[config.mk]
export PLATFORM = sky130hd
export DESIGN_NAME = kml_div
export DESIGN_NICKNAME = d
export VERILOG_FILES = /design/src/rtl/core/kml_div.sv
export SDC_FILE = /design/constraint.sdc
export NUM_CORES = 1
export LEC_CHECK = 0
export ABC_CLOCK_PERIOD_IN_PS = 1900
export BUFFER_PORTS_ARGS = -buffer_cell sky130_fd_sc_hd__buf_4
export CORE_UTILIZATION = 49
export CTS_BUF_LIST = sky130_fd_sc_hd__clkbuf_16
export DETAILED_ROUTE_END_ITERATION = 8
export GPL_ROUTABILITY_DRIVEN = 0
export PLACE_DENSITY = 0.77
export RECOVER_POWER = 50
export SETUP_SLACK_MARGIN = 0.05
export SYNTH_ARGS = -nofsm -noshare
export SYNTH_HDL_FRONTEND = slang
export SYNTH_SLANG_ARGS = --single-unit
[constraint.sdc]
create_clock -name clk -period 1.9 [get_ports clk]
set_clock_uncertainty 0.05 [all_clocks]
set_input_delay 0.285 -clock clk [delete_from_list [all_inputs] [get_ports clk]]
set_output_delay 0.285 -clock clk [all_outputs]
set_load 0.02 [all_outputs]
[src/rtl/core/kml_div.sv]
// Restoring divider, one quotient bit per cycle.
module kml_div #(
  parameter int NUM_W = 28,
  parameter int DEN_W = 12
) (
  input  logic             clk,
  input  logic             rst_n,
  input  logic             start,
  input  logic [NUM_W-1:0] num,
  input  logic [DEN_W-1:0] den,
  output logic             done,
  output logic [NUM_W-1:0] quo
);

  localparam int CW = $clog2(NUM_W + 1);

  logic             busy_r;
  logic             done_r;
  logic [CW-1:0]    cnt_r;
  logic [DEN_W-1:0] rem_r;
  logic [DEN_W-1:0] den_r;
  logic [NUM_W-1:0] q_r;
  logic [DEN_W:0]   trial;
  logic [DEN_W:0]   diff;
  logic             ge;

  assign trial = {rem_r, q_r[NUM_W-1]};
  assign diff  = trial - {1'b0, den_r};
  assign ge    = trial >= {1'b0, den_r};

  always_ff @(posedge clk) begin
    if (!rst_n) begin
      busy_r <= 1'b0;
      done_r <= 1'b0;
      cnt_r  <= '0;
    end else begin
      done_r <= 1'b0;
      if (start) begin
        busy_r <= 1'b1;
        cnt_r  <= CW'(NUM_W);
      end else if (busy_r) begin
        cnt_r <= cnt_r - 1'b1;
        if (cnt_r == CW'(1)) begin
          busy_r <= 1'b0;
          done_r <= 1'b1;
        end
      end
    end
  end

  always_ff @(posedge clk) begin
    if (start) begin
      rem_r <= '0;
      q_r   <= num;
      den_r <= den;
    end else if (busy_r) begin
      rem_r <= ge ? diff[DEN_W-1:0] : trial[DEN_W-1:0];
      q_r   <= {q_r[NUM_W-2:0], ge};
    end
  end

  assign done = done_r;
  assign quo  = q_r;

endmodule

==> results of run 1 <==
## layout make-up
type | instances | area share (%)
flip-flops and latches | 59 | 33.7
well taps | 75 | 2.00
clock inverters | 7 | 1.28
clock buffers | 9 | 4.80
multi-input cells | 171 | 35.4
repair buffers | 130 | 21.2
inverters | 20 | 1.60
## routing by layer
metal	track usage, %	part of all wire (%)
met4	14.1	5.2
met1	28.4	37
met5	0	0
met3	7.08	7.0
met2	45.3	51
## worst register-to-register path, stage by stage, from the launching register on
cell and delay [ns]:
edfxtp_1 0.42, inv_2 0.11, ha_4 0.20, nor3b_2 0.20, o211ai_1 0.17, a21oi_2 0.23, nor2_4 0.09, buf_12 0.13
buf_6 0.11, mux2_2 0.26
## report_power, final
part,internal (W),total (W),switching (W)
registers,0.00151,0.00159,0.0000814
clock network,0.000997,0.00158,0.000583
logic,0.000545,0.00108,0.000531
total,0.00305,0.00425,0.00120
## kinds of logic (layout without fill, tap and decap cells)
family | count (synthesis) | in the layout
buffers and inverters | 28 | 166
AOI/OAI and AO/OA | 50 | 50
adders and majority gates | 15 | 15
and+or+nand+nor | 58 | 58
DFF | 59 | 59
muxes | 37 | 37
xor gates and xnor gates | 11 | 11
## path summary, 6_finish.rpt
check | cells after the start | slack [ns] | to
max | 9 | -0.32 | quo[0]
min | 1 | 0.11 | den_r[7]
max reg2reg | 9 | -0.32 | quo[0]
min reg2reg | 2 | 0.45 | cnt_r[1]
## cell usage in the layout, fill, tap and decap left out, drive strengths merged, types with 3 or more instances in the layout
cell	n
or2	3
o21a	3
a211oi	8
edfxtp	40
mux2i	8
nand2	15
xor2	7
clkbuf	31
nor2b	4
ha	14
nor2	19
buf	108
dfxtp	19
o21ai	8
xnor2	4
a21oi	14
inv	21
nand2b	3
nor3b	4
nor3	4
clkinv	5
mux2	29
## stage by stage
step                      setup TNS [ns]  cells  util [%]  setup WS (ns)  cell area (sq um)
after CTS                          -1.70    466      76.1         -0.189               4560
final                              -3.25    471      78.3         -0.318               4690
after global placement             -2.11    440      67.2         -0.258               4030
after detailed placement           -2.66    440      67.2         -0.292               4030
after floorplan                   -0.750    258         -         -0.173               3120
after global routing               -4.33    471      78.3         -0.383               4690
## registers in the layout, indices dropped and copies added (netlist names)
name and count:
quo 28, den_r 12, rem_r 12, cnt_r 5
busy_r 1, done 1
## timing repair
action	CTS	global route
pin swaps	16	17
buffers inserted	11	6
setup endpoints to repair	13	13
gates resized for setup	30	22
==> impl_metrics.toml, run 1 <==
[timing]
hold_slack_ns = 0.107
finalSetupViolations = 13
final.period_utilization_pct = 117
fin_crit_ns = 2.22
slew_viol_final = 0
worstMarginPinSlew_ns = 0.781
slew_headroom_pct = 47.9
rsz0062_at_grt = "yes"
fmax_mhz = 451
hold_viol = 0
setup_slack_ns = -0.318

[routing]
drt_wl_total_mm = 9.41
drt_iter0_drc = 203
firstDrtPassIters = 5
viasPerCell = 5.75
wl_per_cell_um = 20.0
drc = 0
ant_nets = 0
vias = 2707

[cts]
cts_tree = "yes"
htree_levels = 3
cts.sinks = 59
postCtsHoldBufs = 0
clockBufferDepth = 2
numCtsBuffers = 9
cts-root-buf = "clkbuf_16"
path_clk_slew_ns = 0.05
clock_latency_ns = 0.33

[worst_setup_path]
required_ns = 1.93
cp_slowest_cell = "edfxtp_1"
path_delay_family = "flip-flops"
worstSetupStartpoint = "quo[27]"
crit_path_max_incr_delay_ns = 0.42
path_buf_inv = 3
critPathLaunchType = "flop"
worst_setup_path_end_kind = "flop"
path_cells = "inv_2 -> ha_4 -> nor3b_2 -> o211ai_1 -> a21oi_2 -> nor2_4 -> buf_12 -> buf_6 -> mux2_2"
crit_fanout = 4
crit_type = "flop to flop"
r2r-start = "quo[27]"
critPathArrivalTime_ns = 2.24

[synthesis]
synth_top_area_share_pct = 38.9
netlist_instances = 258
synthesis.nets = 316
synth_ff_type = "edfxtp_1"
synth-seq-area-share_pct = 51.2
synth-compound-area-share_pct = 11.6
yosysUniqueCellTypes = 50
async_flop_share_pct = 0
synth.avg_cell_area_sq_um = 12.0
ys_top_cells_by_count = "40 x edfxtp_1, 28 x mux2_2, 20 x inv_1, 19 x dfxtp_1, 18 x nor2_1"
synthesis.area_sq_um = 3090
synth-xor-area-share_pct = 3.12
synthAdderAreaFrac_pct = 6.32
synth_area_leaders = "edfxtp_1 39%, dfxtp_1 12%, mux2_2 10%, ha_1 5.7%, mux2i_1 2.6%"
synth_seq_cells = 59
yosys.area_share.simple_pct = 9.48
synth.most_common_cell = "edfxtp_1"
synth_top_family_by_area = "multiplexers"
ys_warn_count = 0
synth_top_area_cell = "edfxtp_1"
muxShareOfSynthArea_pct = 13.3
synth-edff-count = 40

[min_path]
hp-class = "input pin to flop"
hp-start = "den[7]"

[global_route]
grt_usage_pct = 26.0
grt_max_degree = 34
grt_pass1_wl_mm = 12.4
grt_pass1_vias = 2661
antenna_found_initial = 0
grt_overflow = 0

[cells_and_area]
drive_gt1_share_pct = 55.8
diodes = 0
fill_cells = 328
area_growth_pct = 51.9
seq_area_sq_um = 1580
multiInputGateArea_sq_um = 1660
layout.nets = 449

[die]
ioPinCount = 72
start_util_pct = 51.5
die_w_um = 81.4
row_count = 28
core_sq_um = 5990
die_h_um = 81.4
dieArea_sq_um = 6620

[pwr]
ir_worst_vdd_uv = 577
power_w = 0.00425
powerDensity_nw_per_um2 = 905
p_leak_nw = 1.95

[status]
violations = "negative setup slack"
status = "finished, violations left"

[placement]
hpwl_mm = 5.25
port_buffers = 71

[job]
cap_viol_max_count = 0
Note: power is estimated with default switching activity, not from simulation.
==> run 2, diff against run 1 <==
Settings changed: BUFFER_PORTS_ARGS -buffer_cell sky130_fd_sc_hd__buf_4 to -buffer_cell sky130_fd_sc_hd__buf_2, CORE_UTILIZATION 49 to 50, CTS_BUF_LIST sky130_fd_sc_hd__clkbuf_16 to sky130_fd_sc_hd__clkbuf_2, PLACE_DENSITY 0.77 to 0.78.
==> impl_metrics.toml, run 2 (synthesis gave the netlist of run 1 again) <==
[cells_and_area]
final_cells = 513
layout_common_cells = "69 x buf_2, 51 x buf_4, 40 x edfxtp_1, 40 x dlygate4sd3_1, 27 x mux2_2"
layout.nets = 491
diodes = 0
largest_reg_flops = 28
drive_gt1_share_pct = 51.1
final_common_cell = "buf_2"
area_growth_pct = 53.6

[die]
die_w_um = 80.6
ioPinCount = 72
row_count = 28
die_h_um = 80.6
start_util_pct = 51.8
core_sq_um = 5960
dieArea_sq_um = 6490

[routing]
drt-met1-wl_mm = 4.04
drt_wl_total_mm = 10.7
drc = 0
dr_wl_met3_um = 781
ant_nets = 0
dr_wl_met2_mm = 5.32
drt_iter0_drc = 322
wl_per_cell_um = 20.8
vias = 2975
firstDrtPassIters = 7
viasPerCell = 5.80
routed.top_layer = "met4"

[timing]
fmax_mhz = 452
hold_viol = 0
slew_headroom_pct = 5.41
setup_slack_ns = -0.314
slew_viol_final = 0
fin_crit_ns = 2.21
final.period_utilization_pct = 117
finalSetupViolations = 13
rsz0062_at_grt = "yes"
worstMarginPinSlew_ns = 1.42

[worst_setup_path]
required_ns = 2.26
cp_slowest_cell = "edfxtp_1"
crit_type = "flop to flop"
crit_fanout = 4
path_buf_inv = 2
crit_path_max_incr_delay_ns = 0.43
path_delay_family = "compound AO/OA/AOI/OAI gates"
worst_setup_path_end_kind = "flop"
path_cells = "inv_2 -> ha_4 -> a21oi_2 -> o211ai_1 -> a21oi_2 -> buf_4 -> nor2_4 -> mux2i_1 -> a211oi_1"
critPathLaunchType = "flop"
critPathArrivalTime_ns = 2.58
timing.critical_path.mode_cell = "a21oi_2"

[global_route]
grt_overflow = 0
grt_pass1_vias = 2882
grt_usage_pct = 29.5
grt_pass1_wl_mm = 13.7
grt_max_degree = 30
antenna_found_initial = 0

[cts]
clock_latency_ns = 0.51
path_clk_slew_ns = 0.18
cts_tree = "yes"
clockBufferDepth = 2
cts.sinks = 59
htree_levels = 3
cts-root-buf = "clkbuf_2"
numCtsBuffers = 9

[job]
cap_viol_max_count = 0

[status]
violations = "negative setup slack"
status = "finished, violations left"

[pwr]
power_w = 0.00364
p_leak_nw = 1.99
powerDensity_nw_per_um2 = 768
ir_worst_vdd_uv = 739

[min_path]
hp-class = "input pin to flop"

[placement]
dp_slack_ns = -0.256
dp.cells = 442
port_buffers = 71
hpwl_mm = 5.02
==> run 2: changes by cell type in the layout (fill, tap and decap cells not counted), moves of 2 or more <==
cell | before | now
dlygate4sd3_1 | 0 | 40
clkbuf_16 | 9 | 0
buf_12 | 3 | 1
clkbuf_4 | 12 | 0
clkinv_2 | 2 | 0
inv_1 | 15 | 13
buf_2 | 0 | 69
nor3_1 | 2 | 4
clkbuf_1 | 9 | 5
a21oi_2 | 7 | 9
buf_4 | 100 | 51
nor3_2 | 2 | 0
a21oi_4 | 3 | 1
clkbuf_2 | 1 | 10
==> run 2: timing repair <==
item / 4_1_cts / 5_1_grt
gates cloned: 1 / 0
hold buffers: 35 / 5
pin swaps: 29 / 19
endpoints found under the hold margin: 40 / 5
gates resized for setup: 27 / 24
buffers inserted: 12 / 3
setup endpoints to repair: 13 / 13
==> run 2: routing by layer <==
layer | vias to the layer above | global-route usage [%]
li1 | 1299 | -
met1 | 1421 | 31.6
met2 | 188 | 53.1
met3 | 67 | 8.98
met4 | 0 | 13.0
met5 | - | 0
==> run 2: worst register-to-register path, stage by stage (launching register included) <==
cell      delay [ns]
edfxtp_1        0.43
inv_2           0.08
ha_4            0.21
a21oi_2         0.24
o211ai_1        0.20
a21oi_2         0.25
buf_4           0.17
nor2_4          0.06
mux2i_1         0.14
a211oi_1        0.31
==> run 2: layout make-up <==
class	count	area [sq um]
multi-input combinational	172	1640
sequential	59	1580
timing repair buffer	171	1220
fill	312	1210
tap	75	93.8
clock inverter	6	80.1
inverter	20	75.1
clock buffer	10	50.0
==> run 2: power by group <==
| part | internal, W | switching (W) | total (W) |
|---|---|---|---|
| Combinational | 0.000548 | 0.000562 | 0.00111 |
| Clock | 0.000431 | 0.000509 | 0.000940 |
| Sequential | 0.00150 | 0.0000867 | 0.00159 |
| Total | 0.00248 | 0.00116 | 0.00364 |
==> run 2: path summary, 6_finish.rpt <==
check                 from  slack (ns)        to  cells after the start
setup reg to reg  den_r[4]       -0.31  rem_r[4]                      9
hold reg to reg   cnt_r[1]        0.47  cnt_r[1]                      2
hold / removal     num[20]        0.07   quo[20]                      2
setup / recovery  den_r[4]       -0.31  rem_r[4]                      9
==> run 2: through the flow <==
step	hold WS (ns)	instance area [sq um]	TNS [ns]	utilization (%)
2_1_floorplan	0.334	3120	-0.750	-
3_3_place_gp	0.411	3850	-1.79	64.7
3_5_place_dp	0.413	3850	-2.36	64.7
4_1_cts	0.000654	4560	-1.56	76.6
5_1_grt	0.0530	4740	-3.71	79.6
6_report	0.0705	4740	-2.97	79.6
