==> src/rtl/core/kml_pkg.sv <==
// Shared types, codes and default sizes for the k-means clustering core.
package kml_pkg;

  localparam int MAX_POINTS_DEF   = 1024;
  localparam int MAX_CLUSTERS_DEF = 16;
  localparam int MAX_DIMS_DEF     = 8;
  localparam int COORD_BITS_DEF   = 16;

  localparam logic [2:0] FUNC_LOAD_POINT  = 3'd0;
  localparam logic [2:0] FUNC_LOAD_CENTER = 3'd1;
  localparam logic [2:0] FUNC_START       = 3'd2;
  localparam logic [2:0] FUNC_READ_LABEL  = 3'd3;
  localparam logic [2:0] FUNC_READ_CENTER = 3'd4;

  localparam logic [1:0] KIND_STATUS = 2'd0;
  localparam logic [1:0] KIND_LABEL  = 2'd1;
  localparam logic [1:0] KIND_CENTER = 2'd2;

  localparam logic [1:0] CFG_NUM_POINTS   = 2'd0;
  localparam logic [1:0] CFG_NUM_CLUSTERS = 2'd1;
  localparam logic [1:0] CFG_NUM_DIMS     = 2'd2;
  localparam logic [1:0] CFG_MAX_PASSES   = 2'd3;

  typedef struct packed {
    logic [2:0]         func;
    logic [9:0]         point_index;
    logic [3:0]         center_index;
    logic [2:0]         dim_index;
    logic signed [15:0] value;
  } kml_in_t;

  typedef struct packed {
    logic [1:0]         kind;
    logic [3:0]         label;
    logic signed [15:0] coordinate;
    logic [15:0]        passes_run;
    logic               converged;
  } kml_out_t;

  typedef struct packed {
    logic clr_sums;
    logic clr_dist;
    logic dist_en;
    logic add_en;
    logic cnt_inc;
    logic wr_en;
  } kml_cell_ctl_t;

endpackage

==> src/rtl/core/kml_cell.sv <==
// One cluster cell: center, distance unit, running sums and the best-match chain stage.
module kml_cell import kml_pkg::*; #(
  parameter int MAX_DIMS   = MAX_DIMS_DEF,
  parameter int COORD_BITS = COORD_BITS_DEF,
  parameter int SUM_W      = 27,
  parameter int CNT_W      = 11,
  parameter int DIST_W     = 38,
  parameter int IDX_W      = 4,
  localparam int DIM_W     = (MAX_DIMS > 1) ? $clog2(MAX_DIMS) : 1
) (
  input  logic                         clk,
  input  logic                         rst_n,
  input  kml_cell_ctl_t                ctl,
  input  logic                         sel,
  input  logic                         active,
  input  logic [IDX_W-1:0]             cell_idx,
  input  logic [DIM_W-1:0]             bus_dim,
  input  logic signed [COORD_BITS-1:0] bus_coord,
  input  logic                         ch_v_i,
  input  logic                         ch_have_i,
  input  logic [DIST_W-1:0]            ch_dist_i,
  input  logic [IDX_W-1:0]             ch_idx_i,
  output logic                         ch_v_o,
  output logic                         ch_have_o,
  output logic [DIST_W-1:0]            ch_dist_o,
  output logic [IDX_W-1:0]             ch_idx_o,
  output logic signed [COORD_BITS-1:0] coord_o,
  output logic signed [SUM_W-1:0]      sum_o,
  output logic [CNT_W-1:0]             cnt_o
);

  logic signed [COORD_BITS-1:0] center_r [MAX_DIMS];
  logic signed [SUM_W-1:0]      sum_r [MAX_DIMS];
  logic [CNT_W-1:0]             cnt_r;
  logic [COORD_BITS:0]          diff_r;
  logic [2*COORD_BITS+1:0]      sq_r;
  logic [DIST_W-1:0]            acc_r;
  logic                         v1_r;
  logic                         v2_r;
  logic signed [COORD_BITS:0]   delta;
  logic [COORD_BITS:0]          mag;

  assign delta = (COORD_BITS+1)'(bus_coord) - (COORD_BITS+1)'(center_r[bus_dim]);
  assign mag   = delta[COORD_BITS] ? (COORD_BITS+1)'(-delta) : (COORD_BITS+1)'(delta);

  always_ff @(posedge clk) begin
    if (!rst_n) begin
      v1_r   <= 1'b0;
      v2_r   <= 1'b0;
      ch_v_o <= 1'b0;
    end else begin
      v1_r   <= ctl.dist_en;
      v2_r   <= v1_r;
      ch_v_o <= ch_v_i;
    end
  end

  always_ff @(posedge clk) begin
    if (ctl.dist_en) begin
      diff_r <= mag;
    end
    if (v1_r) begin
      sq_r <= diff_r * diff_r;
    end
    if (ctl.clr_dist) begin
      acc_r <= '0;
    end else if (v2_r) begin
      acc_r <= acc_r + DIST_W'(sq_r);
    end
    if (ctl.clr_sums) begin
      for (int d = 0; d < MAX_DIMS; d++) begin
        sum_r[d] <= '0;
      end
      cnt_r <= '0;
    end else begin
      if (ctl.add_en && sel) begin
        sum_r[bus_dim] <= sum_r[bus_dim] + SUM_W'(bus_coord);
      end
      if (ctl.cnt_inc && sel) begin
        cnt_r <= cnt_r + 1'b1;
      end
    end
    if (ctl.wr_en && sel) begin
      center_r[bus_dim] <= bus_coord;
    end
    if (ch_v_i) begin
      if (active && (!ch_have_i || acc_r < ch_dist_i)) begin
        ch_have_o <= 1'b1;
        ch_dist_o <= acc_r;
        ch_idx_o  <= cell_idx;
      end else begin
        ch_have_o <= ch_have_i;
        ch_dist_o <= ch_dist_i;
        ch_idx_o  <= ch_idx_i;
      end
    end
  end

  assign coord_o = center_r[bus_dim];
  assign sum_o   = sum_r[bus_dim];
  assign cnt_o   = cnt_r;

endmodule

==> config.mk <==
export PLATFORM = sky130hd
export DESIGN_NAME = kml_cell
export DESIGN_NICKNAME = d
export VERILOG_FILES = /design/src/rtl/core/kml_pkg.sv /design/src/rtl/core/kml_cell.sv
export SDC_FILE = /design/constraint.sdc
export NUM_CORES = 1
export LEC_CHECK = 0
export BUFFER_PORTS_ARGS = -buffer_cell sky130_fd_sc_hd__buf_2
export CORE_MARGIN = 2
export CORE_UTILIZATION = 63
export CTS_CLUSTER_DIAMETER = 200
export DETAILED_ROUTE_END_ITERATION = 16
export HOLD_SLACK_MARGIN = 0.02
export PLACE_DENSITY_LB_ADDON = 0.12
export SLEW_MARGIN = 30
export SYNTH_ARGS = -nofsm -noshare
export SYNTH_HDL_FRONTEND = slang
export SYNTH_SLANG_ARGS = --single-unit
==> constraint.sdc <==
create_clock -name clk -period 8.8 [get_ports clk]
set_clock_uncertainty 0.15 [all_clocks]
set_input_delay 1.76 -clock clk [delete_from_list [all_inputs] [get_ports clk]]
set_output_delay 1.76 -clock clk [all_outputs]
set_load 0.01 [all_outputs]
==> impl_metrics.py, run 1 <==
metrics = {
    "logic_synthesis": {
        "ys_ff_latch": 489,
        "yosysUniqueCellTypes": 71,
        "synth.top_cells.by_area": "edfxtp_1, fa_1, ha_1",
        "synth.top_cell.area_share_pct": 41.6,
        "synth-seq-area-share_pct": 44.9,
        "synth_common_cells": "edfxtp_1, inv_1, nor2_1",
        "synth_largest_area_cell": "edfxtp_1",
        "ys_warn_count": 0,
        "synth_area_um2": 31500,
        "yosysMostFrequentCell": "edfxtp_1",
        "synthCells": 2837,
        "yosys_most_used_dff": "edfxtp_1",
        "async_flop_share_pct": 0,
        "postSynthAreaPerCell_um2": 11.1,
        "synth-edff-count": 437,
        "mappedNetlistNets": 3330,
    },
    "global_routing": {
        "track_usage_pct": 30.4,
        "antenna_found_initial": 0,
        "grt_pass1_wl_um": 121000,
        "grt_max_degree": 50,
        "grt_pass1_vias": 23000,
        "grt_remaining_overflow": 0,
    },
    "finish": {
        "drive_gt1_share_pct": 11.9,
        "final_cells": 3697,
        "n_fill_cell": 3549,
        "syn2layout_area_growth_pct": 10.5,
        "nets": 3487,
    },
    "critical_path": {
        "cp.required_ps": 8970,
        "end_kind": "register",
        "path_class": "reg2reg",
        "cp_max_fo": 16,
        "startpoint_type": "register",
        "rr_worst_depth": 20,
        "crit_arrival_ps": 7260,
    },
    "timing": {
        "setup_ws_ps": 1710,
        "rsz0062_at_grt": "no",
        "slew_headroom_pct": 33.7,
        "worst_slew_pin_slew_ps": 995,
        "final_max_slew_viol_count": 0,
        "period_minus_slack_ps": 7090,
        "fin_crit_sh_pct": 80.6,
        "clock.fmax_ghz": 0.141,
        "setup_viol": 0,
        "setup_tns_ps": 0,
        "final-hold-violation-count": 0,
    },
    "detailed_routing": {
        "met1_length_um": 29000,
        "postRouteAntennaNets": 0,
        "dr.pass1.iters": 6,
        "vias": 22300,
        "drt_iter0_drc": 1700,
        "dr_wl_met3_um": 5230,
        "vias_per_cell": 6.04,
        "route.met2.wl_um": 40100,
        "wl_per_cell_um": 20.9,
        "topRoutingLayerUsed": "met4",
        "wl_um": 77200,
        "drc": 0,
    },
    "die": {
        "die_w_um": 228,
        "ios": 175,
        "fp.dieH_um": 228,
        "rows": 81,
        "core_um2": 49200,
        "die-area_um2": 51800,
        "initial_core_util_pct": 64.1,
    },
    "place": {
        "numPortBuffers": 174,
        "gp_congestion": 0.908,
        "dpl.cell_count": 3606,
        "dp_slack_ps": 1810,
        "hpwl_um": 54300,
    },
    "cts": {
        "cts_root_buf": "clkbuf_16",
        "insertion_delay_ps": 630,
        "cts_resized": 0,
        "clk_pin_slew_ps": 60,
        "cts_htree_levels": 2,
        "postCtsSetupRepairBufs": 0,
        "numCtsBuffers": 50,
        "cts_tree": "done",
        "cts_hold_buf": 0,
        "cts.sinks": 489,
        "clock_path_buffers": 3,
    },
    "status": {
        "status": "completed",
    },
    "worst_hold_path": {
        "whs_path_depth": 2,
        "holdCritPathClass": "reg2reg",
    },
    "run": {
        "maxCapViolations": 0,
    },
}
logic make-up (layout without fill, tap and decap cells):
kind of cell / Yosys count / in the layout / share of synthesized area, %
AO/OA/AOI/OAI: 517 / 517 / 11.4
XOR/XNOR: 124 / 124 / 3.50
adder cells (fa/ha/maj): 416 / 416 / 21.1
buffers and inverters: 463 / 658 / 5.53
flip-flops: 489 / 489 / 44.9
multiplexers: 70 / 70 / 2.39
other: 0 / 1 / 0
AND/OR/NAND/NOR: 758 / 758 / 11.1
area by class of cell:
cell class | instances | area, um^2 | area share (%)
Timing Repair Buffer | 204 | 1100 | 3.15
Inverter | 364 | 1370 | 3.92
Antenna cell | 1 | 2.50 | 0.00718
Clock buffer | 60 | 1300 | 3.73
Multi-Input combinational cell | 1885 | 15700 | 45.1
Sequential cell | 489 | 14200 | 40.7
Tap cell | 664 | 831 | 2.38
Clock inverter | 30 | 368 | 1.06
worst max-delay path, stage by stage, from the launching register on:
cell	delay (ps)
edfxtp_1	790
inv_1	190
nor2_1	290
fa_1	470
inv_1	90
fa_1	460
fa_1	540
fa_1	520
fa_1	550
inv_1	50
fa_1	470
ha_1	380
a21o_1	180
a21oi_1	180
o31ai_1	110
a2111oi_0	410
o41ai_1	240
nand2_1	150
o21ai_0	130
o41ai_1	330
xnor2_1	120
state kept, by name, indices dropped and copies added (netlist names), 4 cells and up:
name and count:
ch_idx_o 4, sum_r 216, diff_r 17, center_r 128, acc_r 38, ch_dist_o 38
cnt_o 11, sq_r 33
per-layer routing:
metal,vias to the layer above,global-route usage (%)
met5,-,0
met4,0,12.7
met3,189,4.42
met2,871,54.9
met1,11000,36.6
li1,10300,-
metrics by stage:
step                      cell area [um^2]  utilization [%]  hold slack, ps
after floorplan                      31500                -             340
after global placement               33200             67.5             323
after detailed placement             33200             67.5             343
after CTS                            34800             70.8             348
after global routing                 34800             70.9             390
final                                34800             70.9             350
worst paths after layout:
| kind | from | endpoint | slack [ps] |
|---|---|---|---|
| max reg2reg | diff_r[8] | sq_r[33] | 1710 |
| min | cnt_o[5] | cnt_o[5] | 350 |
| max | diff_r[8] | sq_r[33] | 1710 |
| min reg2reg | cnt_o[5] | cnt_o[5] | 350 |
placed cells by master, fill, tap and decap left out, drive strengths merged, types with 42 or more instances in the layout:
cell type and instances:
a21o 59, a21oi 107, a22oi 157, and2 60, buf 204, clkbuf 60, dfxtp 52, edfxtp 437
fa 193, ha 223, inv 366, mux2 42, nand2 163, nand4 46, nor2 334, o21ai 61
xnor2 81, xor2 42
Power of run 1 is left out: the tool's default activity adds up to more than one toggle a clock period on the data nets, which glitch-free logic cannot reach.
==> run 2: changes to the inputs <==
clock period = 7.3 ns   (was 8.8 ns; I/O delays follow)
==> run 2 against run 1 <==
Effect of this change:
- clock-buffer cell count up 4
- wire length up 2.3%
- first-iteration DRC count down 0.59%
- cell count up 0.70%
- global-route usage up 0.96 points
- maximum frequency up 2.7%
- via count up 1.1%
- critical path depth down 1
- register-to-register slack worse by 1300 ps
- worst setup slack worse by 1300 ps
- largest cell class unchanged
==> impl_metrics.py, run 2 (synthesis gave the netlist of run 1 again) <==
metrics = {
    "finish": {
        "mostFrequentLayoutCells": "edfxtp_1, inv_1, nor2_1",
        "nets": 3511,
        "largestRegisters": "sum_r (216), center_r (128)",
        "final_cells": 3723,
        "largest_register": "sum_r",
        "final_common_cell": "edfxtp_1",
        "largest_reg_flops": 216,
        "drive_gt1_share_pct": 12.4,
        "syn2layout_area_growth_pct": 11.4,
        "final_util_pct": 71.4,
    },
    "cts": {
        "cts_root_buf": "clkbuf_16",
        "cts_tree": "done",
        "clock_path_buffers": 3,
        "cts_htree_levels": 2,
        "clk_pin_slew_ps": 60,
        "cts_hold_buf": 0,
        "numCtsBuffers": 50,
        "insertion_delay_ps": 620,
        "cts.sinks": 489,
    },
    "critical_path": {
        "path_class": "reg2reg",
        "cp_max_fo": 17,
        "crit_arrival_ps": 7090,
        "crit_chain": "nand2_1, fa_1, fa_1, inv_1, fa_1, fa_1, fa_1, inv_1, fa_1, inv_1, ha_1, nand4_1, o31ai_1, a2111oi_0, o41ai_1, nand2_1, o21ai_0, o41ai_1, xnor2_1",
        "cp_common_cell": "fa_1",
        "startpoint_type": "register",
        "slowest_delay_ps": 820,
        "end_kind": "register",
        "cp.required_ps": 7480,
        "slowest_stage": "edfxtp_1",
    },
    "detailed_routing": {
        "wl_um": 79000,
        "vias_per_cell": 6.07,
        "drt_iter0_drc": 1690,
        "dr.pass1.iters": 6,
        "route.met2.wl_um": 40400,
        "vias": 22600,
        "dr_wl_met3_um": 5640,
        "topRoutingLayerUsed": "met5",
        "drc": 0,
        "postRouteAntennaNets": 0,
        "met1_length_um": 28800,
        "wl_per_cell_um": 21.2,
    },
    "global_routing": {
        "antenna_found_initial": 1,
        "grt_max_degree": 50,
        "grt_remaining_overflow": 0,
        "track_usage_pct": 31.4,
        "grt_pass1_vias": 23600,
        "grt_pass1_wl_um": 124000,
    },
    "timing": {
        "setup_viol": 0,
        "final-hold-violation-count": 0,
        "slew_headroom_pct": 32.0,
        "clock.fmax_ghz": 0.145,
        "setup_tns_ps": 0,
        "worst_slew_pin_slew_ps": 1020,
        "rsz0062_at_grt": "no",
        "period_minus_slack_ps": 6910,
        "fin_crit_sh_pct": 94.6,
        "final_max_slew_viol_count": 0,
    },
    "die": {
        "die-area_um2": 51800,
        "ios": 175,
        "die_w_um": 228,
        "rows": 81,
        "initial_core_util_pct": 64.1,
        "core_um2": 49200,
        "fp.dieH_um": 228,
    },
    "worst_hold_path": {
        "holdCritPathClass": "reg2reg",
    },
    "place": {
        "hpwl_um": 55000,
        "dpl.cell_count": 3620,
        "numPortBuffers": 174,
        "gp_congestion": 0.919,
    },
    "run": {
        "maxCapViolations": 0,
    },
    "status": {
        "status": "completed",
    },
}
## run 2: cell types whose count changed in the layout (fill, tap and decap cells not counted), sizes merged
cell	change
clkinv	+1
bufinv	+2
buf	+24
clkinvlp	-5
clkbuf	+4
## run 2: cell type report
| cell class | count | area [um^2] |
|---|---|---|
| Clock buffer | 64 | 1330 |
| Timing Repair Buffer | 228 | 1330 |
| Clock inverter | 28 | 383 |
| Fill cell | 3533 | 14000 |
| Antenna cell | 1 | 2.50 |
| Multi-Input combinational cell | 1885 | 15700 |
| Tap cell | 664 | 831 |
| Sequential cell | 489 | 14200 |
| Inverter | 364 | 1370 |
## run 2: repair_timing
item                                    in CTS  in global routing
endpoints found under the setup margin       0                  1
endpoints found under the hold margin        0                  0
buffers inserted                             0                  9
gates resized for setup                      0                  0
## run 2: per-layer routing
metal | track usage, % | vias to the layer above
li1 | - | 10300
met5 | 0 | -
met4 | 16.0 | 2
met2 | 55.5 | 974
met1 | 37.3 | 11000
met3 | 4.90 | 271
## run 2: path summary, 6_finish.rpt
kind	startpoint	end	cells after the start	slack [ps]
hold reg to reg	v1_r	v2_r	1	320
setup / recovery	diff_r[11]	sq_r[33]	19	390
hold / removal	v1_r	v2_r	1	320
setup reg to reg	diff_r[11]	sq_r[33]	19	390
## run 2: critical path, delay by kind of cell (launching register included)
kind / cells / cell delay [ps]
compound gates: 5 / 1220
xor+xnor: 1 / 130
fa+ha+maj: 7 / 3550
buf+inv: 3 / 190
flops: 1 / 820
simple gates: 3 / 580
## run 2: per-stage QoR
step / area (um^2) / setup slack, ps / hold WS (ps)
2_1_floorplan: 31500 / 887 / 340
3_3_place_gp: 33300 / 493 / 294
3_5_place_dp: 33300 / 413 / 311
4_1_cts: 35000 / 323 / 329
5_1_grt: 35100 / 9.83 / 345
6_report: 35100 / 391 / 321
Power of run 2 is left out for the same reason.
